File: src/design/ptbl_pkg.sv
package ptbl_pkg;

  // Default sizes of the client table and of the timestamp arithmetic.
  localparam int CLIENT_ENTRIES_DEF = 256;
  localparam int TIME_BITS_DEF      = 32;

  // The client index field is 8 bits wide, so no more than 256 slots are reachable.
  localparam int MAX_SLOTS = 256;

  // Field widths.
  localparam int INDEX_W = 8;
  localparam int STAMP_W = 32;
  localparam int RATE_W  = 16;
  localparam int TOKEN_W = 16;
  localparam int IN_W    = 40;
  localparam int OUT_W   = 24;

  // Register reset values.
  localparam logic [RATE_W-1:0]  RATE_RESET  = 16'd60;
  localparam logic [TOKEN_W-1:0] BURST_RESET = 16'd10;

  // One minute in milliseconds.
  localparam logic [15:0] MS_PER_MINUTE = 16'd60000;

  // A product of elapsed time and rate at or above this value earns 65536 or more tokens.
  localparam logic [47:0] SAT_PRODUCT = 48'd3932160000;

  // Division by 60000: shift right by 5, then multiply by ceil(2^38 / 1875) and shift
  // right by 38. The result is exact for every product below the saturation bound.
  localparam int          PRE_SHIFT   = 5;
  localparam int          RECIP_SHIFT = 38;
  localparam int          SCALED_W    = 27;
  localparam int          RECIP_W     = 28;
  localparam logic [27:0] RECIP_MULT  = 28'd146601551;

  // Configuration register indexes.
  typedef enum logic {
    CFG_RATE  = 1'b0,
    CFG_BURST = 1'b1
  } ptbl_cfg_idx_t;

  // Per-request flags that travel down the pipeline.
  typedef struct packed {
    logic fresh;  // first request for this client since reset
    logic added;  // the refill adds at least one token
  } ptbl_flags_t;

  // Stage strobes: capture a new item, and hand the current item on.
  typedef struct packed {
    logic load;
    logic commit;
  } ptbl_step_t;

endpackage

File: src/design/ptbl_token_stage.sv
module ptbl_token_stage #(
  parameter int DEPTH  = ptbl_pkg::MAX_SLOTS,
  parameter int SLOT_W = 8
) (
  input  logic                          clk,
  input  logic                          rst_n,
  input  ptbl_pkg::ptbl_step_t          step,
  input  logic [SLOT_W-1:0]             s3_slot,
  input  ptbl_pkg::ptbl_flags_t         s3_flags,
  input  logic                          s3_sat,
  input  logic [ptbl_pkg::TOKEN_W-1:0]  s3_quot,
  input  logic [ptbl_pkg::TOKEN_W-1:0]  burst,
  output logic                          res_allowed,
  output logic [ptbl_pkg::TOKEN_W-1:0]  res_tokens
);

  logic [ptbl_pkg::TOKEN_W-1:0] tok_mem [DEPTH];
  logic [ptbl_pkg::TOKEN_W-1:0] tok_rd_r;
  logic [SLOT_W-1:0]            slot_r;
  ptbl_pkg::ptbl_flags_t        flags_r;
  logic                         sat_r;
  logic [ptbl_pkg::TOKEN_W-1:0] quot_r;
  logic                         hist_vld_r;
  logic                         hist_vld_nxt;
  logic [SLOT_W-1:0]            hist_slot_r;
  logic [ptbl_pkg::TOKEN_W-1:0] hist_tok_r;
  logic                         allowed_r;
  logic [ptbl_pkg::TOKEN_W-1:0] tokens_r;

  logic [ptbl_pkg::TOKEN_W-1:0] tok_in;
  logic [ptbl_pkg::TOKEN_W:0]   earned;
  logic [ptbl_pkg::TOKEN_W:0]   sum;
  logic [ptbl_pkg::TOKEN_W-1:0] refilled;
  logic [ptbl_pkg::TOKEN_W-1:0] tok_mid;
  logic                         allow;
  logic [ptbl_pkg::TOKEN_W-1:0] tok_out;

  // Token store: read as a request enters this stage, written as it leaves.
  always_ff @(posedge clk) begin
    if (step.load) begin
      tok_rd_r <= tok_mem[s3_slot];
    end
    if (step.commit) begin
      tok_mem[slot_r] <= tok_out;
    end
  end

  // Request payload for the final stage.
  always_ff @(posedge clk) begin
    if (step.load) begin
      slot_r  <= s3_slot;
      flags_r <= s3_flags;
      sat_r   <= s3_sat;
      quot_r  <= s3_quot;
    end
  end

  // Newest token write and the result register.
  always_ff @(posedge clk) begin
    if (step.commit) begin
      hist_slot_r <= slot_r;
      hist_tok_r  <= tok_out;
      allowed_r   <= allow;
      tokens_r    <= tok_out;
    end
  end

  assign hist_vld_nxt = hist_vld_r || step.commit;

  always_ff @(posedge clk) begin
    if (!rst_n) begin
      hist_vld_r <= 1'b0;
    end else begin
      hist_vld_r <= hist_vld_nxt;
    end
  end

  // Current count: a new client starts full, a just-written count is forwarded.
  always_comb begin
    if (flags_r.fresh) begin
      tok_in = burst;
    end else if (hist_vld_r && (hist_slot_r == slot_r)) begin
      tok_in = hist_tok_r;
    end else begin
      tok_in = tok_rd_r;
    end
  end

  // Refill capped at the burst size, then spend one token if any is left.
  always_comb begin
    earned   = sat_r ? {1'b1, {ptbl_pkg::TOKEN_W{1'b0}}} : {1'b0, quot_r};
    sum      = {1'b0, tok_in} + earned;
    refilled = (sum < {1'b0, burst}) ? sum[ptbl_pkg::TOKEN_W-1:0] : burst;
    tok_mid  = flags_r.added ? refilled : tok_in;
    allow    = (tok_mid != '0);
    tok_out  = allow ? (tok_mid - 1'b1) : tok_mid;
  end

  assign res_allowed = allowed_r;
  assign res_tokens  = tokens_r;

endmodule

File: config.mk
export PLATFORM = sky130hd
export DESIGN_NAME = ptbl_token_stage
export DESIGN_NICKNAME = d
export VERILOG_FILES = /design/src/design/ptbl_pkg.sv /design/src/design/ptbl_token_stage.sv
export SDC_FILE = /design/constraint.sdc
export NUM_CORES = 2
export LEC_CHECK = 0
export BUFFER_PORTS_ARGS = -buffer_cell sky130_fd_sc_hd__buf_2
export CORE_MARGIN = 3
export CORE_UTILIZATION = 57
export DETAILED_ROUTE_END_ITERATION = 8
export HOLD_SLACK_MARGIN = 0.05
export PLACE_DENSITY_LB_ADDON = 0.3
export SYNTH_ARGS = -nofsm -noshare
export SYNTH_HDL_FRONTEND = slang
export SYNTH_SLANG_ARGS = --single-unit
File: constraint.sdc
create_clock -name clk -period 17.2 [get_ports clk]
set_clock_uncertainty 0.15 [all_clocks]
set_input_delay 0.86 -clock clk [delete_from_list [all_inputs] [get_ports clk]]
set_output_delay 0.86 -clock clk [all_outputs]
set_load 0.02 [all_outputs]
==> impl_metrics.toml <==
[outcome]
outcome = "complete, no violations"

[pwr]
p_int_uw = 17800
p_comb_share_pct = 9.9
swShare_pct = 23.6
power_density_nw_per_um2 = 129
p_leak_uw = 0.0563
pwr-share-clk_pct = 37.3
seqPwrFrac_pct = 52.8
p_sw_uw = 5510
peakVddDrop_mv = 0.187

[setup_path]
arrival_ns = 12.58
required_ns = 17.63
worst-path-buf-inv = 4
crit_slowest_cell = "xor2_4"
cp_common_cell = "o21ai_0"
crit_family = "compound AO/OA/AOI/OAI gates"
startpoint_type = "flop"
timing.setup.critical_path_class = "reg -> reg"
crit_fanout = 65
slowest_delay_ns = 0.96
cp-end-kind = "flop"

[synth]
syn_area_per_cell_um2 = 24.3
yosysWarnings = 0
netlist.area_leader.share_pct = 77.5
synth-seq-area-share_pct = 77.5
yosysTopAreaCell = "edfxtp_1"
async_reset_ff_share_pct = 0
syn_inst = 6649
syn_nets = 6726
synth_edf_count = 4164
ys_seq_elements = 4165
synth.area.top_cells = "edfxtp_1 (77%), mux4_2 (19%), nor2_1 (0.67%)"
yosysUniqueCellTypes = 87
synth_top_flop_cell = "edfxtp_1"
syn_area_um2 = 161000

[cts]
cts_setup_buffers = 0
cts_sinks = 4165
clock_latency_ns = 0.92
clk_pin_slew_ns = 0.06
cts_max_path_buffers = 4
cts_max_level = 5
cts_buffers = 405
cts_tree = "yes"
root_buffer = "clkbuf_16"

[global_route]
grt_pass1_wl_mm = 578
grt_util_all_layers_pct = 28.3
grt_overflow = 0
grt_pass1_vias = 76300
grt_max_degree = 258
grt_antenna_before_repair = 27

[timing]
rsz0062_at_grt = "false"
fin_hold_ws_ns = 0.270
drv_slew = 0
max_freq_mhz = 82.4
worstMarginPinSlew_ns = 1.32
setup_ws_ns = 5.06
setup_tns_ns = 0
timing.final.crit_period_ns = 12.14
timing.final.hold_violations = 0
slew_headroom_pct = 11.8
setup_viol = 0
min_period_over_period_pct = 70.6

[finish]
ff_latch_area_um2 = 125000
fillers = 17500
drive_above_1_share_pct = 31.8
utilization_pct = 64.6
fin_nets = 7208
area_delta_synth_final_pct = 12.3
multi_input_area_um2 = 35100

[floorplanning]
core_area_um2 = 281000
rows = 194
io_pins = 64
start_util_pct = 57.5
die_w_um = 538
dieArea_um2 = 290000
die_h_um = 538

[drt]
drc = 0
wirelength_mm = 403
dr_total_vias = 76200
drt_pass1_iterations = 8
detail_route.wl_per_cell_um = 36.0
via_per_inst = 6.81
drtIter0Drc = 11400
ant_nets = 0

[place]
dp_hpwl_mm = 222
gp_congestion = 0.893
portBuffers = 63
place_ws_ns = 5.35

[flow_run]
drv_cap = 0

[hold_path]
hp-class = "in -> reg"
==> power groups by stage <==
| stage | Sequential (uW) | Combinational [uW] | Clock (uW) |
|---|---|---|---|
| 2_1_floorplan | 13000 | 1240 | 0 |
| 5_1_grt | 12300 | 2480 | 9180 |
| 3_3_place_gp | 12500 | 2180 | 0 |
| 3_5_place_dp | 12500 | 2300 | 0 |
| 4_1_cts | 12300 | 2310 | 8800 |
| 6_report | 12300 | 2310 | 8690 |
==> routing by layer <==
layer / share of wire, % / vias up / track usage (%)
met5: 0.013 / - / 0
met3: 11 / 734 / 6.63
li1: - / 29700 / -
met2: 48 / 4854 / 43.1
met1: 37 / 40900 / 41.3
met4: 3.6 / 8 / 9.30
==> worst paths after layout <==
check | start | to | slack, ns | cells past startpoint
worst max-delay path | slot_r[1] | tok_mem[215][0] | 5.06 | 32
worst min-delay path | s3_slot[7] | slot_r[7] | 0.27 | 1
worst max register to register | slot_r[1] | tok_mem[215][0] | 5.06 | 32
worst min register to register | hist_vld_r | hist_vld_r | 0.35 | 1
==> what timing repair did <==
item / 4_1_cts / 5_1_grt
endpoints found under the hold margin: 20 / 0
gates resized for setup: 0 / 0
hold buffers: 20 / 0
==> state kept, by name, indices dropped and copies added (netlist names) <==
name / cells
flags_r: 2
res_allowed: 1
sat_r: 1
hist_slot_r: 8
quot_r: 16
res_tokens: 16
slot_r: 8
tok_rd_r: 16
tok_mem: 4096
hist_vld_r: 1
==> through the flow <==
stage | power [uW] | instance area (um2) | std cells
floorplan | 14200 | 161000 | 6649
global placement | 14700 | 168000 | 10400
detailed placement | 14800 | 168000 | 10400
CTS | 23400 | 181000 | 11200
global route | 24000 | 181000 | 11200
finish | 23300 | 181000 | 11200
==> synthesized netlist by cell type (3+ instances only) <==
master       n
a211o_1      3
a21o_1      20
a21oi_1     30
a311oi_1     3
a31oi_1      8
a41oi_1      3
and2_1       4
and3_1       4
buf_1       88
buf_2        6
clkbuf_1   268
edfxtp_1  4164
ha_1        29
inv_1       29
mux2i_1     22
mux4_2    1360
nand2_1     65
nand2b_1    12
nand3_1     35
nand4_1     17
nor2_1     289
nor2b_1     29
nor3_1      10
o21ai_0     33
o21ai_1      3
o21bai_1     3
o31ai_1      3
o41ai_1      7
or3_1        4
xnor2_1     14
xor2_1       8
==> placed cells by master (no fill, tap or decap), types with 16 or more instances in the layout <==
cell type,count
ha_1,29
a21o_1,19
nand4_1,17
inv_1,29
bufinv_16,42
mux2i_1,19
buf_2,57
clkbuf_16,408
nor2_1,283
clkbuf_1,84
nand3_1,35
dlygate4sd3_1,20
nor2b_1,29
edfxtp_1,4164
clkinv_2,57
clkinv_1,102
a21oi_1,30
buf_4,345
diode_2,16
nand2_1,64
mux4_2,1360
o21ai_0,29
==> worst reg2reg max path: cells and delay by family, from the launching register on <==
kind / cells / cell delay (ns)
buffers and inverters: 4 / 1.77
xor gates and xnor gates: 3 / 1.55
and+or+nand+nor: 8 / 2.50
muxes: 1 / 0.12
adders and majority gates: 3 / 0.82
AOI/OAI and AO/OA: 13 / 4.27
DFF: 1 / 0.56
==> cells by family after synthesis <==
group | Yosys count | synth area share (%)
flip-flops | 4165 | 77.5
adder cells (fa/ha/maj) | 30 | 0.237
buffers and inverters | 392 | 0.921
multiplexers | 1383 | 19.1
AND/OR/NAND/NOR | 497 | 1.42
XOR/XNOR | 22 | 0.119
AO/OA/AOI/OAI | 160 | 0.721
==> layout make-up <==
class	instances	area share, %
flip-flops and latches	4165	69.0
repair buffers	438	1.87
multi-input cells	2092	19.4
diodes	16	0.0221
clock buffers	492	5.81
well taps	3724	2.57
inverters	29	0.0601
clock inverters	236	1.31
No activity file was read; power rests on OpenSTA's default activity.
