$ cat src/design/ptbl_pkg.sv
package ptbl_pkg;

  // Default sizes of the client table and of the timestamp arithmetic.
  localparam int CLIENT_ENTRIES_DEF = 256;
  localparam int TIME_BITS_DEF      = 32;

  // The client index field is 8 bits wide, so no more than 256 slots are reachable.
  localparam int MAX_SLOTS = 256;

  // Field widths.
  localparam int INDEX_W = 8;
  localparam int STAMP_W = 32;
  localparam int RATE_W  = 16;
  localparam int TOKEN_W = 16;
  localparam int IN_W    = 40;
  localparam int OUT_W   = 24;

  // Register reset values.
  localparam logic [RATE_W-1:0]  RATE_RESET  = 16'd60;
  localparam logic [TOKEN_W-1:0] BURST_RESET = 16'd10;

  // One minute in milliseconds.
  localparam logic [15:0] MS_PER_MINUTE = 16'd60000;

  // A product of elapsed time and rate at or above this value earns 65536 or more tokens.
  localparam logic [47:0] SAT_PRODUCT = 48'd3932160000;

  // Division by 60000: shift right by 5, then multiply by ceil(2^38 / 1875) and shift
  // right by 38. The result is exact for every product below the saturation bound.
  localparam int          PRE_SHIFT   = 5;
  localparam int          RECIP_SHIFT = 38;
  localparam int          SCALED_W    = 27;
  localparam int          RECIP_W     = 28;
  localparam logic [27:0] RECIP_MULT  = 28'd146601551;

  // Configuration register indexes.
  typedef enum logic {
    CFG_RATE  = 1'b0,
    CFG_BURST = 1'b1
  } ptbl_cfg_idx_t;

  // Per-request flags that travel down the pipeline.
  typedef struct packed {
    logic fresh;  // first request for this client since reset
    logic added;  // the refill adds at least one token
  } ptbl_flags_t;

  // Stage strobes: capture a new item, and hand the current item on.
  typedef struct packed {
    logic load;
    logic commit;
  } ptbl_step_t;

endpackage

$ cat src/design/ptbl_earn_calc.sv
module ptbl_earn_calc #(
  parameter int SLOT_W = 8
) (
  input  logic                          clk,
  input  ptbl_pkg::ptbl_step_t          step,
  input  logic [SLOT_W-1:0]             s1_slot,
  input  ptbl_pkg::ptbl_flags_t         s1_flags,
  input  logic [31:0]                   s1_elapsed_lo,
  input  logic                          s1_elapsed_hi,
  input  logic [ptbl_pkg::RATE_W-1:0]   rate,
  output logic [SLOT_W-1:0]             s3_slot,
  output ptbl_pkg::ptbl_flags_t         s3_flags,
  output logic                          s3_sat,
  output logic [ptbl_pkg::TOKEN_W-1:0]  s3_quot
);

  logic [SLOT_W-1:0]                  slot2_r;
  ptbl_pkg::ptbl_flags_t              flags2_r;
  logic [31:0]                        elapsed2_r;
  logic                               hi2_r;
  logic [SLOT_W-1:0]                  slot3_r;
  ptbl_pkg::ptbl_flags_t              flags3_r;
  logic                               sat3_r;
  logic [ptbl_pkg::SCALED_W-1:0]      scaled3_r;

  logic [47:0]                                           prod;
  logic                                                  sat;
  logic [ptbl_pkg::SCALED_W+ptbl_pkg::RECIP_W-1:0]       recip_prod;

  // Stage 2 capture.
  always_ff @(posedge clk) begin
    if (step.load) begin
      slot2_r    <= s1_slot;
      flags2_r   <= s1_flags;
      elapsed2_r <= s1_elapsed_lo;
      hi2_r      <= s1_elapsed_hi;
    end
  end

  // Elapsed times rate; anything at or above the bound earns the capped amount.
  always_comb begin
    prod = 48'(elapsed2_r) * 48'(rate);
    sat  = (rate != '0) && (hi2_r || (prod >= ptbl_pkg::SAT_PRODUCT));
  end

  // Stage 3 capture: below the bound the product fits 32 bits, so drop its low 5 bits.
  always_ff @(posedge clk) begin
    if (step.commit) begin
      slot3_r   <= slot2_r;
      flags3_r  <= flags2_r;
      sat3_r    <= sat;
      scaled3_r <= prod[ptbl_pkg::PRE_SHIFT +: ptbl_pkg::SCALED_W];
    end
  end

  // Reciprocal multiply finishes the division by 60000.
  assign recip_prod = (ptbl_pkg::SCALED_W+ptbl_pkg::RECIP_W)'(scaled3_r)
                    * (ptbl_pkg::SCALED_W+ptbl_pkg::RECIP_W)'(ptbl_pkg::RECIP_MULT);

  assign s3_slot  = slot3_r;
  assign s3_flags = flags3_r;
  assign s3_sat   = sat3_r;
  assign s3_quot  = recip_prod[ptbl_pkg::RECIP_SHIFT +: ptbl_pkg::TOKEN_W];

endmodule

$ cat config.mk
export PLATFORM = sky130hd
export DESIGN_NAME = ptbl_earn_calc
export DESIGN_NICKNAME = d
export VERILOG_FILES = /design/src/design/ptbl_pkg.sv /design/src/design/ptbl_earn_calc.sv
export SDC_FILE = /design/constraint.sdc
export NUM_CORES = 2
export LEC_CHECK = 0
export BUFFER_PORTS_ARGS = -buffer_cell sky130_fd_sc_hd__buf_2
export CAP_MARGIN = 20
export CELL_PAD_IN_SITES_DETAIL_PLACEMENT = 0
export CELL_PAD_IN_SITES_GLOBAL_PLACEMENT = 1
export CORE_MARGIN = 10
export CORE_UTILIZATION = 40
export CTS_BUF_LIST = sky130_fd_sc_hd__clkbuf_8
export DETAILED_ROUTE_END_ITERATION = 10
export HOLD_SLACK_MARGIN = 0.08
export PLACE_DENSITY = 0.66
export SYNTH_ARGS = -nofsm -noshare
export SYNTH_HDL_FRONTEND = slang
export SYNTH_SLANG_ARGS = --single-unit
$ cat constraint.sdc
create_clock -name clk -period 9.3 [get_ports clk]
set_clock_uncertainty 0.15 [all_clocks]
set_input_delay 2.79 -clock clk [delete_from_list [all_inputs] [get_ports clk]]
set_output_delay 2.79 -clock clk [all_outputs]
set_load 0.05 [all_outputs]
==> impl_metrics.sql <==
INSERT INTO impl_metrics (metric_group, metric, value, unit) VALUES
('grt', 'grt_first_pass_wirelength', '136100', 'µm'),
('grt', 'antenna_found_initial', '2', ''),
('place', 'place_congestion', '0.9406', ''),
('worst_hold_path', 'worstHoldPathType', 'register to register', ''),
('timing', 'final.setup.worst_slack', '-0.9276', 'ns'),
('cts', 'clock_slew_at_the_register_clock_pins_of_the_worst_setup_and_hold_paths', '0.10', 'ns'),
('run_status', 'outcome', 'complete, but fails checks', ''),
('grt', 'grt_max_degree', '44', ''),
('critical_path', 'crit_arrival', '7.29', 'ns'),
('drt', 'drtIter0Drc', '990', ''),
('critical_path', 'maximum_fanout_along_the_worst_path', '3', ''),
('yosys', 'postSynth.topFlopCell', 'edfxtp_1', ''),
('layout', 'sequential_cell_area', '2432', 'µm²'),
('timing', 'timing.final.max_slew_violations', '0', ''),
('cts', 'cts_made_buffers', '9', ''),
('critical_path', 'crit_path_end_kind', 'output pin', ''),
('floorplan', 'fp.dieW', '295.7', 'µm'),
('run', 'drv_cap', '0', ''),
('layout', 'multi_input_area', '24890', 'µm²'),
('yosys', 'distinct_cells_synth', '71', ''),
('critical_path', 'worstSetupPathType', 'register to output pin', ''),
('yosys', 'yosys.area.top_type_share', '46.96', '%'),
('yosys', 'synth.cells.most_frequent', 'inv_1 (836), fa_1 (713), ha_1 (383)', ''),
('cts', 'htreeDepth', '3', ''),
('worst_hold_path', 'timing.hold.worst_path_depth', '0', ''),
('cts', 'cts-hold-fix-buffers', '0', ''),
('layout', 'post_route_cells_drive_above_1_share', '16.97', '%'),
('yosys', 'seq_area_frac_synth', '8.003', '%'),
('drt', 'drt_drc_violations_left', '0', ''),
('timing', 'post-route-period-util', '110.0', '%'),
('grt', 'grtUsageTotal', '20.13', '%'),
('yosys', 'syn-instance-count', '3076', ''),
('drt', 'avgRoutedWirePerCell', '19.37', 'µm'),
('cts', 'cts_tree', 'done', ''),
('floorplan', 'die_span_y', '295.7', 'µm'),
('grt', 'via_count_of_the_first_global_routing_pass', '24370', ''),
('grt', 'grt_overflow', '0', ''),
('cts', 'buffer_levels_on_the_longest_clock_path', '2', ''),
('drt', 'viasPerCell', '4.867', ''),
('yosys', 'synth_enable_flop_cells', '81', ''),
('critical_path', 'timing.reg2reg.setup_slack', '1.76', 'ns'),
('floorplan', 'fp.dieArea', '87410', 'µm²'),
('place', 'post-place-cells', '4372', ''),
('drt', 'num_vias', '21490', ''),
('yosys', 'synth_top_cells_by_area', 'fa_1 (47%), ha_1 (16%), inv_1 (10%)', ''),
('drt', 'drt_wl_total', '85540', 'µm'),
('yosys', 'ys.warnings.count', '0', ''),
('cts', 'root_buffer', 'clkbuf_8', ''),
('layout', 'post_layout_net_count', '4589', ''),
('timing', 'final-setup-viol-count', '16', ''),
('floorplan', 'num_rows', '101', ''),
('layout', 'fillCellCount', '7226', ''),
('layout', 'areaGrowthSynthToFinish', '16.61', '%'),
('drt', 'firstDrtPassIters', '5', ''),
('floorplan', 'design.portCount', '89', ''),
('timing', 'tightest_slew', '0.8909', 'ns'),
('floorplan', 'core_area', '75570', 'µm²'),
('yosys', 'net_count_after_synthesis', '4234', ''),
('layout', 'final-instance-count-excl-fill', '4415', ''),
('yosys', 'synth.ff_latch_count', '81', ''),
('run_status', 'failed_checks', 'negative setup slack', ''),
('cts', 'worstSkewPairLatency', '0.48', 'ns'),
('yosys', 'yosys.area.top_type', 'fa_1', ''),
('yosys', 'post-synth-top-count-cell', 'inv_1', ''),
('critical_path', 'launching_element_type_of_the_critical_path', 'register', ''),
('floorplan', 'initial_cell_density_of_the_core', '40.22', '%'),
('timing', 'report.final.hold_viol_count', '0', ''),
('drt', 'route.antenna.remaining_nets', '0', ''),
('timing', 'final_period_minus_worst_setup_slack', '10.23', 'ns'),
('yosys', 'synth_async_sr_flop_share', '0', '%'),
('timing', 'timing.slew.headroom', '40.61', '%'),
('timing', 'timing.fmax', '97.77', 'MHz'),
('yosys', 'post_synth.cell_area_avg', '9.881', 'µm²'),
('yosys', 'syn-cell-area', '30390', 'µm²'),
('place', 'post-dp-hpwl', '74420', 'µm'),
('timing', 'hold_ws', '0.2717', 'ns'),
('place', 'portBuffers', '88', ''),
('cts', 'clock-sinks', '81', ''),
('critical_path', 'critical_path_required', '6.36', 'ns'),
('timing', 'unrepaired_setup_endpoints_after_global_routing', 'yes', ''),
('place', 'dpl_worst_slack', '-0.8317', 'ns'),
('critical_path', 'worstRegToRegCells', '20', '');
-- final cells by class --
type	count	area share [%]
clock buffers	9	0.3495
repair buffers	453	10.09
multi-input cells	2050	70.24
well taps	978	3.453
diodes	1	0.007061
inverters	836	8.854
flip-flops and latches	81	6.863
clock inverters	7	0.1447
-- routing by layer --
metal,GRT usage (%),vias up,wire [µm]
met5,0,-,25
met3,3.121,79,4012
met4,4.408,4,1713
li1,-,9901,-
met1,26.43,11040,37690
met2,34.71,460,42090
-- timing repair --
action | 4_1_cts | 5_1_grt
buffers inserted | 9 | 21
gates cloned | 0 | 4
gates resized for setup | 47 | 116
pin swaps | 23 | 62
setup endpoints to repair | 17 | 17
-- critical path, stage by stage (launching register included) --
cell and delay [ns]:
edfxtp_1 0.44, fa_2 0.64, inv_2 0.06, fa_1 0.52, inv_2 0.05, fa_1 0.52, inv_1 0.05, fa_2 0.33
fa_1 0.49, fa_1 0.54, inv_1 0.05, fa_1 0.55, ha_4 0.23, a21o_1 0.16, a21o_1 0.18, a21oi_2 0.15
o21a_1 0.20, o2111a_2 0.25, o41ai_4 0.12, o211ai_1 0.28, a21boi_2 0.11, o41a_1 0.37, a21oi_2 0.21, xnor2_2 0.15
buf_6 0.18
-- metrics by stage --
step | setup TNS, ns | util (%) | area [µm²]
finish | -10.43 | 46.90 | 35440
global placement | -7.426 | 45.37 | 34290
global route | -13.97 | 46.90 | 35440
detailed placement | -9.283 | 45.37 | 34290
floorplan | -0.4572 | - | 30440
CTS | -12.80 | 45.87 | 34660
-- logic make-up (layout without fill, tap and decap cells) --
logic type / after synthesis / in the layout / share of synthesized area [%]
other cells: 0 / 1 / 0
compound gates: 218 / 218 / 4.903
simple gates: 676 / 676 / 10.72
fa+ha+maj: 1096 / 1096 / 62.73
xor+xnor: 58 / 58 / 1.671
buf+inv: 945 / 1305 / 11.91
mux: 2 / 2 / 0.06998
flops: 81 / 81 / 8.003
-- state kept, by name, summed over array words and instances, names as in the netlist --
| signal | flops |
|---|---|
| slot2_r | 8 |
| s3_sat | 1 |
| flags2_r | 2 |
| s3_slot | 8 |
| elapsed2_r | 32 |
| s3_flags | 2 |
| scaled3_r | 27 |
| hi2_r | 1 |
-- layout by cell type (no fill, tap or decap), drive strengths merged, types with 15 or more instances in the layout --
cell    synthesis  final
a21o           36     36
nor2           42     42
o21ai          33     33
xor2           19     19
nand4          17     17
edfxtp         81     81
and2          200    200
nand3          18     18
a21oi          63     63
buf            20    447
clkbuf         89     15
ha            383    383
xnor2          39     39
fa            713    713
inv           836    839
nand2         350    350
-- worst paths after layout --
check                 start     endpoint
max            scaled3_r[8]  s3_quot[10]
min              slot2_r[3]   s3_slot[3]
max reg2reg  elapsed2_r[11]       s3_sat
min reg2reg      slot2_r[3]   s3_slot[3]
Power is not shown: default switching activity piles up to over one toggle a cycle in this logic, so the estimate is an artifact.
